==> src/sv/sflr_pkg.sv <==
// shared types and constants for the stereo linear fade ramp
// no dependencies; imported by the controller, the datapath and the top level
package sflr_pkg;

   // gain is unsigned q16, so the ramp quotient has sixteen fraction bits
   localparam int GAIN_FRAC = 16;
   localparam int GAIN_BITS = GAIN_FRAC + 1;
   localparam logic [GAIN_BITS-1:0] GAIN_ONE = GAIN_BITS'(1) << GAIN_FRAC;
   localparam int DIV_CNT_BITS = $clog2(GAIN_FRAC);

   // register map
   localparam int CSR_IDX_BITS = 2;
   typedef enum logic [CSR_IDX_BITS-1:0] {
      CSR_FADE_BLOCKS  = 2'd0,
      CSR_BLOCK_FRAMES = 2'd1,
      CSR_FADE_OUT     = 2'd2
   } csr_idx_type;

   localparam int FADE_BLOCKS_RST  = 1;
   localparam int BLOCK_FRAMES_RST = 5512;

   typedef enum logic [3:0] {
      ST_IDLE,
      ST_CHECK,
      ST_LEN,
      ST_POS,
      ST_CLAMP,
      ST_DIV,
      ST_GAIN,
      ST_SCALE_L,
      ST_SCALE_R,
      ST_COMMIT
   } state_type;

   // controller to datapath
   typedef struct packed {
      logic capture;
      logic len_mul;
      logic pos_mul;
      logic clamp;
      logic div_step;
      logic gain;
      logic scale_l;
      logic scale_r;
      logic commit;
   } cmd_type;

   // datapath to controller
   typedef struct packed {
      logic fade_on;
      logic div_last;
      logic out_free;
   } stat_type;

endpackage

==> src/sv/sflr_ctrl.sv <==
// sequencing state machine for the stereo linear fade ramp
// depends on sflr_pkg for the state, command and status types
module sflr_ctrl
   import sflr_pkg::*;
(
   input  logic     clock,
   input  logic     reset,
   input  logic     req_valid,
   output logic     req_ready,
   input  stat_type stat,
   output cmd_type  cmd
);

   state_type state_ff;
   state_type state_in;

   always_ff @(posedge clock) begin
      if (reset) begin
         state_ff <= ST_IDLE;
      end else begin
         state_ff <= state_in;
      end
   end

   always_comb begin
      state_in  = state_ff;
      cmd       = '0;
      req_ready = 1'b0;
      case (state_ff)
         ST_IDLE: begin
            req_ready = 1'b1;
            if (req_valid) begin
               cmd.capture = 1'b1;
               state_in    = ST_CHECK;
            end
         end
         ST_CHECK: begin
            state_in = stat.fade_on ? ST_LEN : ST_COMMIT;
         end
         ST_LEN: begin
            cmd.len_mul = 1'b1;
            state_in    = ST_POS;
         end
         ST_POS: begin
            cmd.pos_mul = 1'b1;
            state_in    = ST_CLAMP;
         end
         ST_CLAMP: begin
            cmd.clamp = 1'b1;
            state_in  = ST_DIV;
         end
         ST_DIV: begin
            cmd.div_step = 1'b1;
            if (stat.div_last) begin
               state_in = ST_GAIN;
            end
         end
         ST_GAIN: begin
            cmd.gain = 1'b1;
            state_in = ST_SCALE_L;
         end
         ST_SCALE_L: begin
            cmd.scale_l = 1'b1;
            state_in    = ST_SCALE_R;
         end
         ST_SCALE_R: begin
            cmd.scale_r = 1'b1;
            state_in    = ST_COMMIT;
         end
         ST_COMMIT: begin
            if (stat.out_free) begin
               cmd.commit = 1'b1;
               state_in   = ST_IDLE;
            end
         end
         default: begin
            state_in = ST_IDLE;
         end
      endcase
   end

endmodule

==> src/sv/sflr_datapath.sv <==
// ramp counters, shared length multiplier, serial gain divider, sample scaler
// and result register; depends on sflr_pkg for command and status types
module sflr_datapath
   import sflr_pkg::*;
#(
   parameter int SAMPLE_BITS = 16,
   parameter int COUNT_BITS  = 16
) (
   input  logic                   clock,
   input  logic                   reset,
   input  cmd_type                cmd,
   output stat_type               stat,
   input  logic [COUNT_BITS-1:0]  fade_blocks,
   input  logic [COUNT_BITS-1:0]  block_frames,
   input  logic                   fade_out,
   input  logic [SAMPLE_BITS-1:0] left_in,
   input  logic [SAMPLE_BITS-1:0] right_in,
   input  logic                   start_fade,
   output logic                   rsp_valid,
   input  logic                   rsp_ready,
   output logic [SAMPLE_BITS-1:0] left_out,
   output logic [SAMPLE_BITS-1:0] right_out,
   output logic                   fading,
   output logic                   fade_last
);

   localparam int CW = COUNT_BITS;
   localparam int SB = SAMPLE_BITS;
   localparam int LW = 2 * CW;
   localparam int PW = SB + GAIN_BITS;

   // ramp state
   logic          ramp_active_ff;
   logic [CW-1:0] blocks_done_ff;
   logic [CW-1:0] frame_in_block_ff;

   // captured frame
   logic [SB-1:0] left_ff;
   logic [SB-1:0] right_ff;
   logic          fade_on_ff;

   // arithmetic registers
   logic [LW-1:0]           len_ff;
   logic [LW-1:0]           pos_ff;
   logic [LW-1:0]           rem_ff;
   logic [GAIN_FRAC-1:0]    quo_ff;
   logic [DIV_CNT_BITS-1:0] div_cnt_ff;
   logic [GAIN_BITS-1:0]    gain_ff;
   logic [SB-1:0]           scl_l_ff;
   logic [SB-1:0]           scl_r_ff;

   // result register
   logic          rsp_valid_ff;
   logic [SB-1:0] left_out_ff;
   logic [SB-1:0] right_out_ff;
   logic          fading_ff;
   logic          fade_last_ff;

   logic [CW-1:0] fb_eff;
   logic [CW-1:0] bf_eff;
   logic [CW-1:0] mul_a;
   logic [LW-1:0] mul_p;
   logic [LW-1:0] pos_sum;
   logic [LW:0]   rem_dbl;
   logic          rem_ge;
   logic          samp_neg;
   logic [SB-1:0] samp_sel;
   logic [SB-1:0] samp_mag;
   logic [PW-1:0] scl_p;
   logic          block_end;
   logic          last;
   logic [SB-1:0] left_res;
   logic [SB-1:0] right_res;

   // zero length registers count as one
   assign fb_eff = (fade_blocks == '0) ? CW'(1) : fade_blocks;
   assign bf_eff = (block_frames == '0) ? CW'(1) : block_frames;

   // one multiplier serves both the ramp length and the block offset
   assign mul_a   = cmd.len_mul ? fb_eff : blocks_done_ff;
   assign mul_p   = LW'(mul_a) * LW'(bf_eff);
   assign pos_sum = pos_ff + LW'(frame_in_block_ff);

   // restoring division, one quotient bit per cycle
   assign rem_dbl = {rem_ff, 1'b0};
   assign rem_ge  = (rem_dbl >= {1'b0, len_ff});

   // sign and magnitude of the channel being scaled
   assign samp_sel = cmd.scale_r ? right_ff : left_ff;
   assign samp_neg = samp_sel[SB-1];
   assign samp_mag = samp_neg ? (SB'(0) - samp_sel) : samp_sel;
   assign scl_p    = PW'(samp_mag) * PW'(gain_ff);

   assign block_end = ({1'b0, frame_in_block_ff} + (CW+1)'(1)) >= {1'b0, bf_eff};
   assign last      = block_end
                   && (({1'b0, blocks_done_ff} + (CW+1)'(1)) >= {1'b0, fb_eff});

   assign left_res  = left_ff[SB-1]  ? (SB'(0) - scl_l_ff) : scl_l_ff;
   assign right_res = right_ff[SB-1] ? (SB'(0) - scl_r_ff) : scl_r_ff;

   always_ff @(posedge clock) begin
      if (cmd.capture) begin
         left_ff  <= left_in;
         right_ff <= right_in;
      end
      if (cmd.len_mul) begin
         len_ff <= mul_p;
      end
      if (cmd.pos_mul) begin
         pos_ff <= mul_p;
      end
      if (cmd.clamp) begin
         // position at or past the end uses the final step
         rem_ff <= (pos_sum >= len_ff) ? (len_ff - LW'(1)) : pos_sum;
         quo_ff <= '0;
      end else if (cmd.div_step) begin
         rem_ff <= rem_ge ? LW'(rem_dbl - {1'b0, len_ff}) : LW'(rem_dbl);
         quo_ff <= {quo_ff[GAIN_FRAC-2:0], rem_ge};
      end
      if (cmd.gain) begin
         gain_ff <= fade_out ? (GAIN_ONE - {1'b0, quo_ff}) : {1'b0, quo_ff};
      end
      if (cmd.scale_l) begin
         scl_l_ff <= scl_p[GAIN_FRAC +: SB];
      end
      if (cmd.scale_r) begin
         scl_r_ff <= scl_p[GAIN_FRAC +: SB];
      end
      if (cmd.commit) begin
         left_out_ff  <= fade_on_ff ? left_res  : left_ff;
         right_out_ff <= fade_on_ff ? right_res : right_ff;
         fading_ff    <= fade_on_ff;
         fade_last_ff <= fade_on_ff && last;
      end
   end

   always_ff @(posedge clock) begin
      if (reset) begin
         ramp_active_ff    <= 1'b0;
         blocks_done_ff    <= '0;
         frame_in_block_ff <= '0;
         fade_on_ff        <= 1'b0;
         div_cnt_ff        <= '0;
         rsp_valid_ff      <= 1'b0;
      end else begin
         if (cmd.capture) begin
            fade_on_ff <= ramp_active_ff | start_fade;
         end
         if (cmd.clamp) begin
            div_cnt_ff <= '0;
         end else if (cmd.div_step) begin
            div_cnt_ff <= div_cnt_ff + DIV_CNT_BITS'(1);
         end
         if (cmd.commit && fade_on_ff) begin
            if (last) begin
               ramp_active_ff    <= 1'b0;
               blocks_done_ff    <= '0;
               frame_in_block_ff <= '0;
            end else if (block_end) begin
               ramp_active_ff    <= 1'b1;
               blocks_done_ff    <= blocks_done_ff + CW'(1);
               frame_in_block_ff <= '0;
            end else begin
               ramp_active_ff    <= 1'b1;
               frame_in_block_ff <= frame_in_block_ff + CW'(1);
            end
         end
         if (cmd.commit) begin
            rsp_valid_ff <= 1'b1;
         end else if (rsp_ready) begin
            rsp_valid_ff <= 1'b0;
         end
      end
   end

   assign stat.fade_on  = fade_on_ff;
   assign stat.div_last = (div_cnt_ff == DIV_CNT_BITS'(GAIN_FRAC - 1));
   assign stat.out_free = !rsp_valid_ff || rsp_ready;

   assign rsp_valid = rsp_valid_ff;
   assign left_out  = left_out_ff;
   assign right_out = right_out_ff;
   assign fading    = fading_ff;
   assign fade_last = fade_last_ff;

endmodule

==> src/sv/stereo_linear_fade_ramp_top.sv <==
// top level of the stereo linear fade ramp: control registers and the
// controller and datapath; depends on sflr_pkg, sflr_ctrl and sflr_datapath

// Stereo linear fade ramp. Each transfer on the req_ channel carries one
// signed stereo frame and a start_fade flag; each produces exactly one
// transfer on the rsp_ channel. While a fade runs both channels are scaled
// by a q16 gain floor(p*65536/L), p the frame position in the ramp and L
// fade_blocks*block_frames frames (65536 minus that when fade_out is set),
// truncated toward zero. The last ramp frame has rsp_fade_last set and ends
// the fade; outside a fade frames pass unchanged with rsp_fading low.
// start_fade begins a fade only when none is running, and that frame is
// position zero. A frame inside a fade is computed step by step, and the
// next frame is not taken until it has been committed: the ramp length
// and block offset share one multiplier, the gain divider produces one
// quotient bit per cycle, and one sample multiplier handles left then
// right; a pass-through frame skips to its commit. The result sits in
// an output register, so the next frame is taken while a result waits; a
// frame only stalls at its last step if the previous result has not been
// taken. Registers are written through csr_write_en/csr_index/csr_wdata
// with no wait state and should only change while the block is idle; a
// zero fade_blocks or block_frames acts as one.
module stereo_linear_fade_ramp_top
   import sflr_pkg::*;
#(
   parameter int SAMPLE_BITS = 16,
   parameter int COUNT_BITS  = 16
) (
   input  logic                          clock,
   input  logic                          reset,
   // configuration write port
   input  logic                          csr_write_en,
   input  logic [CSR_IDX_BITS-1:0]       csr_index,
   input  logic [COUNT_BITS-1:0]         csr_wdata,
   // frame input channel
   input  logic                          req_valid,
   output logic                          req_ready,
   input  logic signed [SAMPLE_BITS-1:0] req_left_in,
   input  logic signed [SAMPLE_BITS-1:0] req_right_in,
   input  logic                          req_start_fade,
   // result channel
   output logic                          rsp_valid,
   input  logic                          rsp_ready,
   output logic signed [SAMPLE_BITS-1:0] rsp_left_out,
   output logic signed [SAMPLE_BITS-1:0] rsp_right_out,
   output logic                          rsp_fading,
   output logic                          rsp_fade_last
);

   // control registers
   logic [COUNT_BITS-1:0] fade_blocks_ff;
   logic [COUNT_BITS-1:0] block_frames_ff;
   logic                  fade_out_ff;

   cmd_type  cmd;
   stat_type stat;

   logic [SAMPLE_BITS-1:0] left_out_w;
   logic [SAMPLE_BITS-1:0] right_out_w;

   // register writes, unknown indexes are ignored
   always_ff @(posedge clock) begin
      if (reset) begin
         fade_blocks_ff  <= COUNT_BITS'(FADE_BLOCKS_RST);
         block_frames_ff <= COUNT_BITS'(BLOCK_FRAMES_RST);
         fade_out_ff     <= 1'b0;
      end else if (csr_write_en) begin
         case (csr_index)
            CSR_FADE_BLOCKS: begin
               fade_blocks_ff <= csr_wdata;
            end
            CSR_BLOCK_FRAMES: begin
               block_frames_ff <= csr_wdata;
            end
            CSR_FADE_OUT: begin
               fade_out_ff <= csr_wdata[0];
            end
            default: begin
            end
         endcase
      end
   end

   // sequencing of one frame through the datapath
   sflr_ctrl u_ctrl (
      .clock     (clock),
      .reset     (reset),
      .req_valid (req_valid),
      .req_ready (req_ready),
      .stat      (stat),
      .cmd       (cmd)
   );

   // counters, divider, scaler and result register
   sflr_datapath #(
      .SAMPLE_BITS (SAMPLE_BITS),
      .COUNT_BITS  (COUNT_BITS)
   ) u_datapath (
      .clock        (clock),
      .reset        (reset),
      .cmd          (cmd),
      .stat         (stat),
      .fade_blocks  (fade_blocks_ff),
      .block_frames (block_frames_ff),
      .fade_out     (fade_out_ff),
      .left_in      (req_left_in),
      .right_in     (req_right_in),
      .start_fade   (req_start_fade),
      .rsp_valid    (rsp_valid),
      .rsp_ready    (rsp_ready),
      .left_out     (left_out_w),
      .right_out    (right_out_w),
      .fading       (rsp_fading),
      .fade_last    (rsp_fade_last)
   );

   assign rsp_left_out  = left_out_w;
   assign rsp_right_out = right_out_w;

endmodule
==> config.mk <==
export PLATFORM = sky130hd
export DESIGN_NAME = stereo_linear_fade_ramp_top
export DESIGN_NICKNAME = d
export VERILOG_FILES = /design/src/sv/sflr_pkg.sv /design/src/sv/sflr_ctrl.sv /design/src/sv/sflr_datapath.sv /design/src/sv/stereo_linear_fade_ramp_top.sv
export SDC_FILE = /design/constraint.sdc
export NUM_CORES = 2
export LEC_CHECK = 0
export BUFFER_PORTS_ARGS = -buffer_cell sky130_fd_sc_hd__buf_2
export CORE_MARGIN = 2
export CORE_UTILIZATION = 30
export DETAILED_ROUTE_END_ITERATION = 6
export SLEW_MARGIN = 40
export SYNTH_ARGS = -nofsm -noshare
export SYNTH_HDL_FRONTEND = slang
export SYNTH_HIERARCHICAL = 1
export SYNTH_SLANG_ARGS = --single-unit
==> constraint.sdc <==
create_clock -name clock -period 31.4 [get_ports clock]
set_input_delay 6.28 -clock clock [delete_from_list [all_inputs] [get_ports clock]]
set_output_delay 6.28 -clock clock [all_outputs]
set_load 0.05 [all_outputs]
-- Word-level counts from Yosys, hierarchy flattened
Cells that the tools add are included.
- bits in registers: 303
- output and inout port bits: 36
- $add $sub $neg: 12
- multiply operators: 2
- order comparisons: 4
- equality and inequality tests: 15
- muxes and demuxes: 38
- bitwise gates (word level): 1
- reduce and logical (&&, ||, !) cells: 18
- operator list (kind ; number):
    2-to-1 mux 16 bit ; 14
    2-to-1 mux 32 bit ; 4
    subtractor 1 x 16 -> 16 bit (first input constant) ; 3
    one-hot mux 4 bit (10 select lines) ; 1
    adder 16 x 1 -> 17 bit (second input constant) ; 2
    >= comparator 17 x 16 -> 1 bit ; 2
    >= comparator 33 x 32 -> 1 bit ; 1
    adder 16 x 1 -> 16 bit (second input constant) ; 2
    adder 32 x 16 -> 32 bit ; 1
    >= comparator 32 bit ; 1
    zero test 16 bit ; 2
    multiplier 16 x 16 -> 32 bit ; 1
    multiplier 16 x 17 -> 32 bit ; 1
    subtractor 32 x 1 -> 32 bit (second input constant) ; 1
    subtractor 32 bit ; 1
    subtractor 17 x 16 -> 17 bit (first input constant) ; 1
    equality test 4 x 3 -> 1 bit (second input constant) ; 4
    2-to-1 mux 4 bit ; 4
    2-to-1 mux 1 bit ; 15
    equality test 4 bit (second input constant) ; 3
    equality test 4 x 2 -> 1 bit (second input constant) ; 2
    AND reduction 2 bit ; 4
    != test 2 bit (second input constant) ; 3
    nonzero test 2 bit ; 3
    other kinds (12) ; 14

-- Longest topological paths before layout
- depth after elaboration: 6
- depth in mapped cells: 37
- gate-level depth less buffers: 34

-- By module
The synthesis kept the hierarchy.
- modules (own cells, without submodules) (module ; instances ; cells each ; area an instance (µm²) ; seq. area each (µm²)):
    sflr_datapath ; 1 ; 3576 ; 33194.3 ; 7437.1
    stereo_linear_fade_ramp_top ; 1 ; 135 ; 1391.3 ; 660.6
    sflr_ctrl ; 1 ; 49 ; 371.6 ; 80.1

-- Worst setup path before layout
OpenSTA, ideal clock, no wires.
- path type: in2reg
- start: in req_valid
- end: reg u_datapath.left_ff[0] (enable)
- library setup time: 0.508 ns
- arrival time: 9.541 ns
- required time: 30.892 ns
- slack: 21.351 ns
- stages on the path: 2
- cells stage by stage: inv_1 nor4_1
- RTL lines (what ; RTL line ; RTL):
    start: declaration ; stereo_linear_fade_ramp_top.sv:35 ; input logic req_valid,
    end signal: assignment ; sflr_datapath.sv:103 ; left_ff <= left_in;
    end: declaration ; sflr_datapath.sv:38 ; logic [SB-1:0] left_ff;

==> flow_summary.json <==
{
  "outcome": "finished clean",
  "post_cts_buffers": 0,
  "hold-path-endpoint": "u_datapath/ramp_active_ff",
  "hold_depth": 2,
  "synth_edf_count": 211,
  "wl_mm": 89.58,
  "max_freq_ghz": 0.1039,
  "clockBufferDepth": 3,
  "drcViolationCount": 0,
  "start_util_pct": 30.16,
  "dp_hpwl_mm": 68.90,
  "rsz0062_at_grt": "false",
  "num_antenna_cells": 0,
  "finalWeightedCongestion": 0.8771,
  "clkTransAtPathRegs_ns": 0.07,
  "syn_nets": 4540,
  "drive_above_1_share_pct": 6.765,
  "grt_pass1_wl_mm": 144.3,
  "ant_nets": 0,
  "final_nets": 4568,
  "fin_crit_sh_pct": 30.66,
  "netlist_area_mm2": 0.03496,
  "cts_tree": "done",
  "syn_inst": 3760,
  "min_period_ns": 9.627,
  "synth.area.top_cells": "fa_1, edfxtp_1, ha_1",
  "regToRegSetupSlack_ns": 21.77,
  "hold_viol": 0,
  "setup_tns_ns": 0,
  "required_ns": 31.71,
  "synth_flop_cell": "edfxtp_1",
  "synth_area_per_cell_um2": 9.297,
  "grt_usage_pct": 15.03,
  "place_ws_ns": 21.87,
  "slowest_delay_ns": 0.78,
  "final_common_cell": "inv_1",
  "cts-root-buf": "clkbuf_16",
  "vias": 26050,
  "cts_sinks": 303,
  "synth_area_leader_cell": "fa_1",
  "row_count": 125,
  "setup_viol": 0,
  "synth_cell_types": 92,
  "layout_common_cells": "inv_1, nand2_1, fa_1",
  "async_flop_share_pct": 0,
  "worstHoldPathType": "register to register",
  "finalWorstSetupSlack_ns": 21.77,
  "min-delay-start": "u_datapath/ramp_active_ff",
  "drv_slew": 0,
  "antenna_found_initial": 4,
  "critPathMaxFanout": 41,
  "ys_seq_area_share_pct": 23.39,
  "grt_pass1_vias": 26340,
  "htreeDepth": 2,
  "first_iter_violations": 1612,
  "ys_ff_latch": 303,
  "slew-limit-headroom_pct": 43.47,
  "end_kind": "register",
  "maxCapViolations": 0,
  "worstReg2RegEnd": "u_datapath/scl_r_ff[15]",
  "worst_clock_skew_ns": 0.02473,
  "cp-start-kind": "register",
  "die_area_mm2": 0.1193,
  "yosysWarnings": 6,
  "ios": 92,
  "grt_max_degree": 85,
  "syn_to_final_growth_pct": 9.553,
  "synth_top_area_share_pct": 23.02,
  "io_buffers": 91,
  "cts_resized": 0,
  "grt_overflow": 0,
  "clk_latency_ns": 0.57,
  "critPathKind": "register to register",
  "reg2reg_depth": 34,
  "reg2reg_from": "u_ctrl/state_ff[3]",
  "viasPerCell": 4.881,
  "cts_made_buffers": 35,
  "startpoint": "u_ctrl/state_ff[3]",
  "cpMostUsedCell": "fa_1",
  "ctsHoldBuffers": 0,
  "fp.dieH_um": 345.4,
  "core_mm2": 0.1159,
  "wire_per_inst_um": 16.78,
  "first_pass_iters": 5,
  "tightest_slew_ns": 0.8468,
  "worstPathArrival_ns": 9.94,
  "slowest_stage": "dfxtp_1",
  "die_x_um": 345.4
}
==> sequential cells by signal, summed over array words and instances (netlist names), 16 cells and up <==
register / count
u_datapath/left_out: 16
u_datapath/right_ff: 16
u_datapath/scl_r_ff: 16
u_datapath/left_ff: 16
u_datapath/scl_l_ff: 16
u_datapath/len_ff: 32
u_datapath/pos_ff: 32
u_datapath/rem_ff: 32
u_datapath/blocks_done_ff: 16
block_frames_ff: 16
u_datapath/right_out: 16
u_datapath/gain_ff: 17
fade_blocks_ff: 16
u_datapath/frame_in_block_ff: 16
u_datapath/quo_ff: 16
==> worst max-delay path: cells and delay by family, from the launching register on <==
family	cells	cell delay, ns
AO/OA/AOI/OAI	8	1.74
AND/OR/NAND/NOR	9	1.45
adder cells (fa/ha/maj)	8	3.45
multiplexers	1	0.55
buffers and inverters	6	1.05
XOR/XNOR	2	0.34
flip-flops	1	0.78
==> cells in the mapped netlist (all sizes together), types with 32 or more instances <==
master	count
a21o	52
edfxtp	211
dfxtp	92
o21ai	133
nand3	48
and2	154
nand2	425
mux2i	76
nor2	260
xor2	78
buf	32
mux2	33
ha	322
nor3	56
nand2b	76
fa	402
clkbuf	105
inv	579
a21oi	143
xnor2	133
==> worst max path at each step <==
stage,endpoint,slack (ns),depth (start not counted)
after floorplan,u_datapath/left_ff[0],21.35,2
after CTS,u_datapath/scl_l_ff[15],21.84,34
after global routing,u_datapath/scl_r_ff[15],21.20,34
after detailed placement,u_datapath/scl_l_ff[15],21.87,34
final,u_datapath/scl_r_ff[15],21.77,34
after global placement,u_datapath/scl_l_ff[15],22.27,34
==> per-stage QoR <==
stage               instances  hold slack (ns)  cell area (um2)  util (%)
finish                   5338           0.5003            38300     33.05
global placement         5274           0.4788            37090     32.00
detailed placement       5275           0.4935            37150     32.06
global route             5338           0.5379            38300     33.05
floorplan                3760           0.4295            34960         -
CTS                      5338           0.5026            38270     33.02
==> final cells by class <==
| type | instances | area (um2) |
|---|---|---|
| Inverter | 587 | 2203 |
| Multi-Input combinational cell | 2733 | 24150 |
| Clock buffer | 45 | 924.6 |
| Clock inverter | 18 | 190.2 |
| Fill cell | 11850 | 77600 |
| Tap cell | 1524 | 1907 |
| Timing Repair Buffer | 128 | 744.5 |
| Sequential cell | 303 | 8180 |
==> cell families after synthesis <==
group	count (synthesis)	share of synthesized area (%)
adders and majority gates	724	34.55
AOI/OAI and AO/OA	517	9.560
xor gates and xnor gates	211	5.287
and+or+nand+nor	1172	16.02
buffers and inverters	724	7.939
DFF	303	23.39
muxes	109	3.250
==> routing by layer <==
layer  global-route usage (%)  share of wire (%)  vias to the layer above
met5                        0              0.035                        -
met4                    4.708                3.0                        4
met3                    2.555                5.8                      137
met2                    24.98                 47                      633
met1                    19.87                 44                    12880
li1                         -                  -                    12400
Power is not shown: default switching activity piles up to over one toggle a cycle in this logic, so the estimate is an artifact.
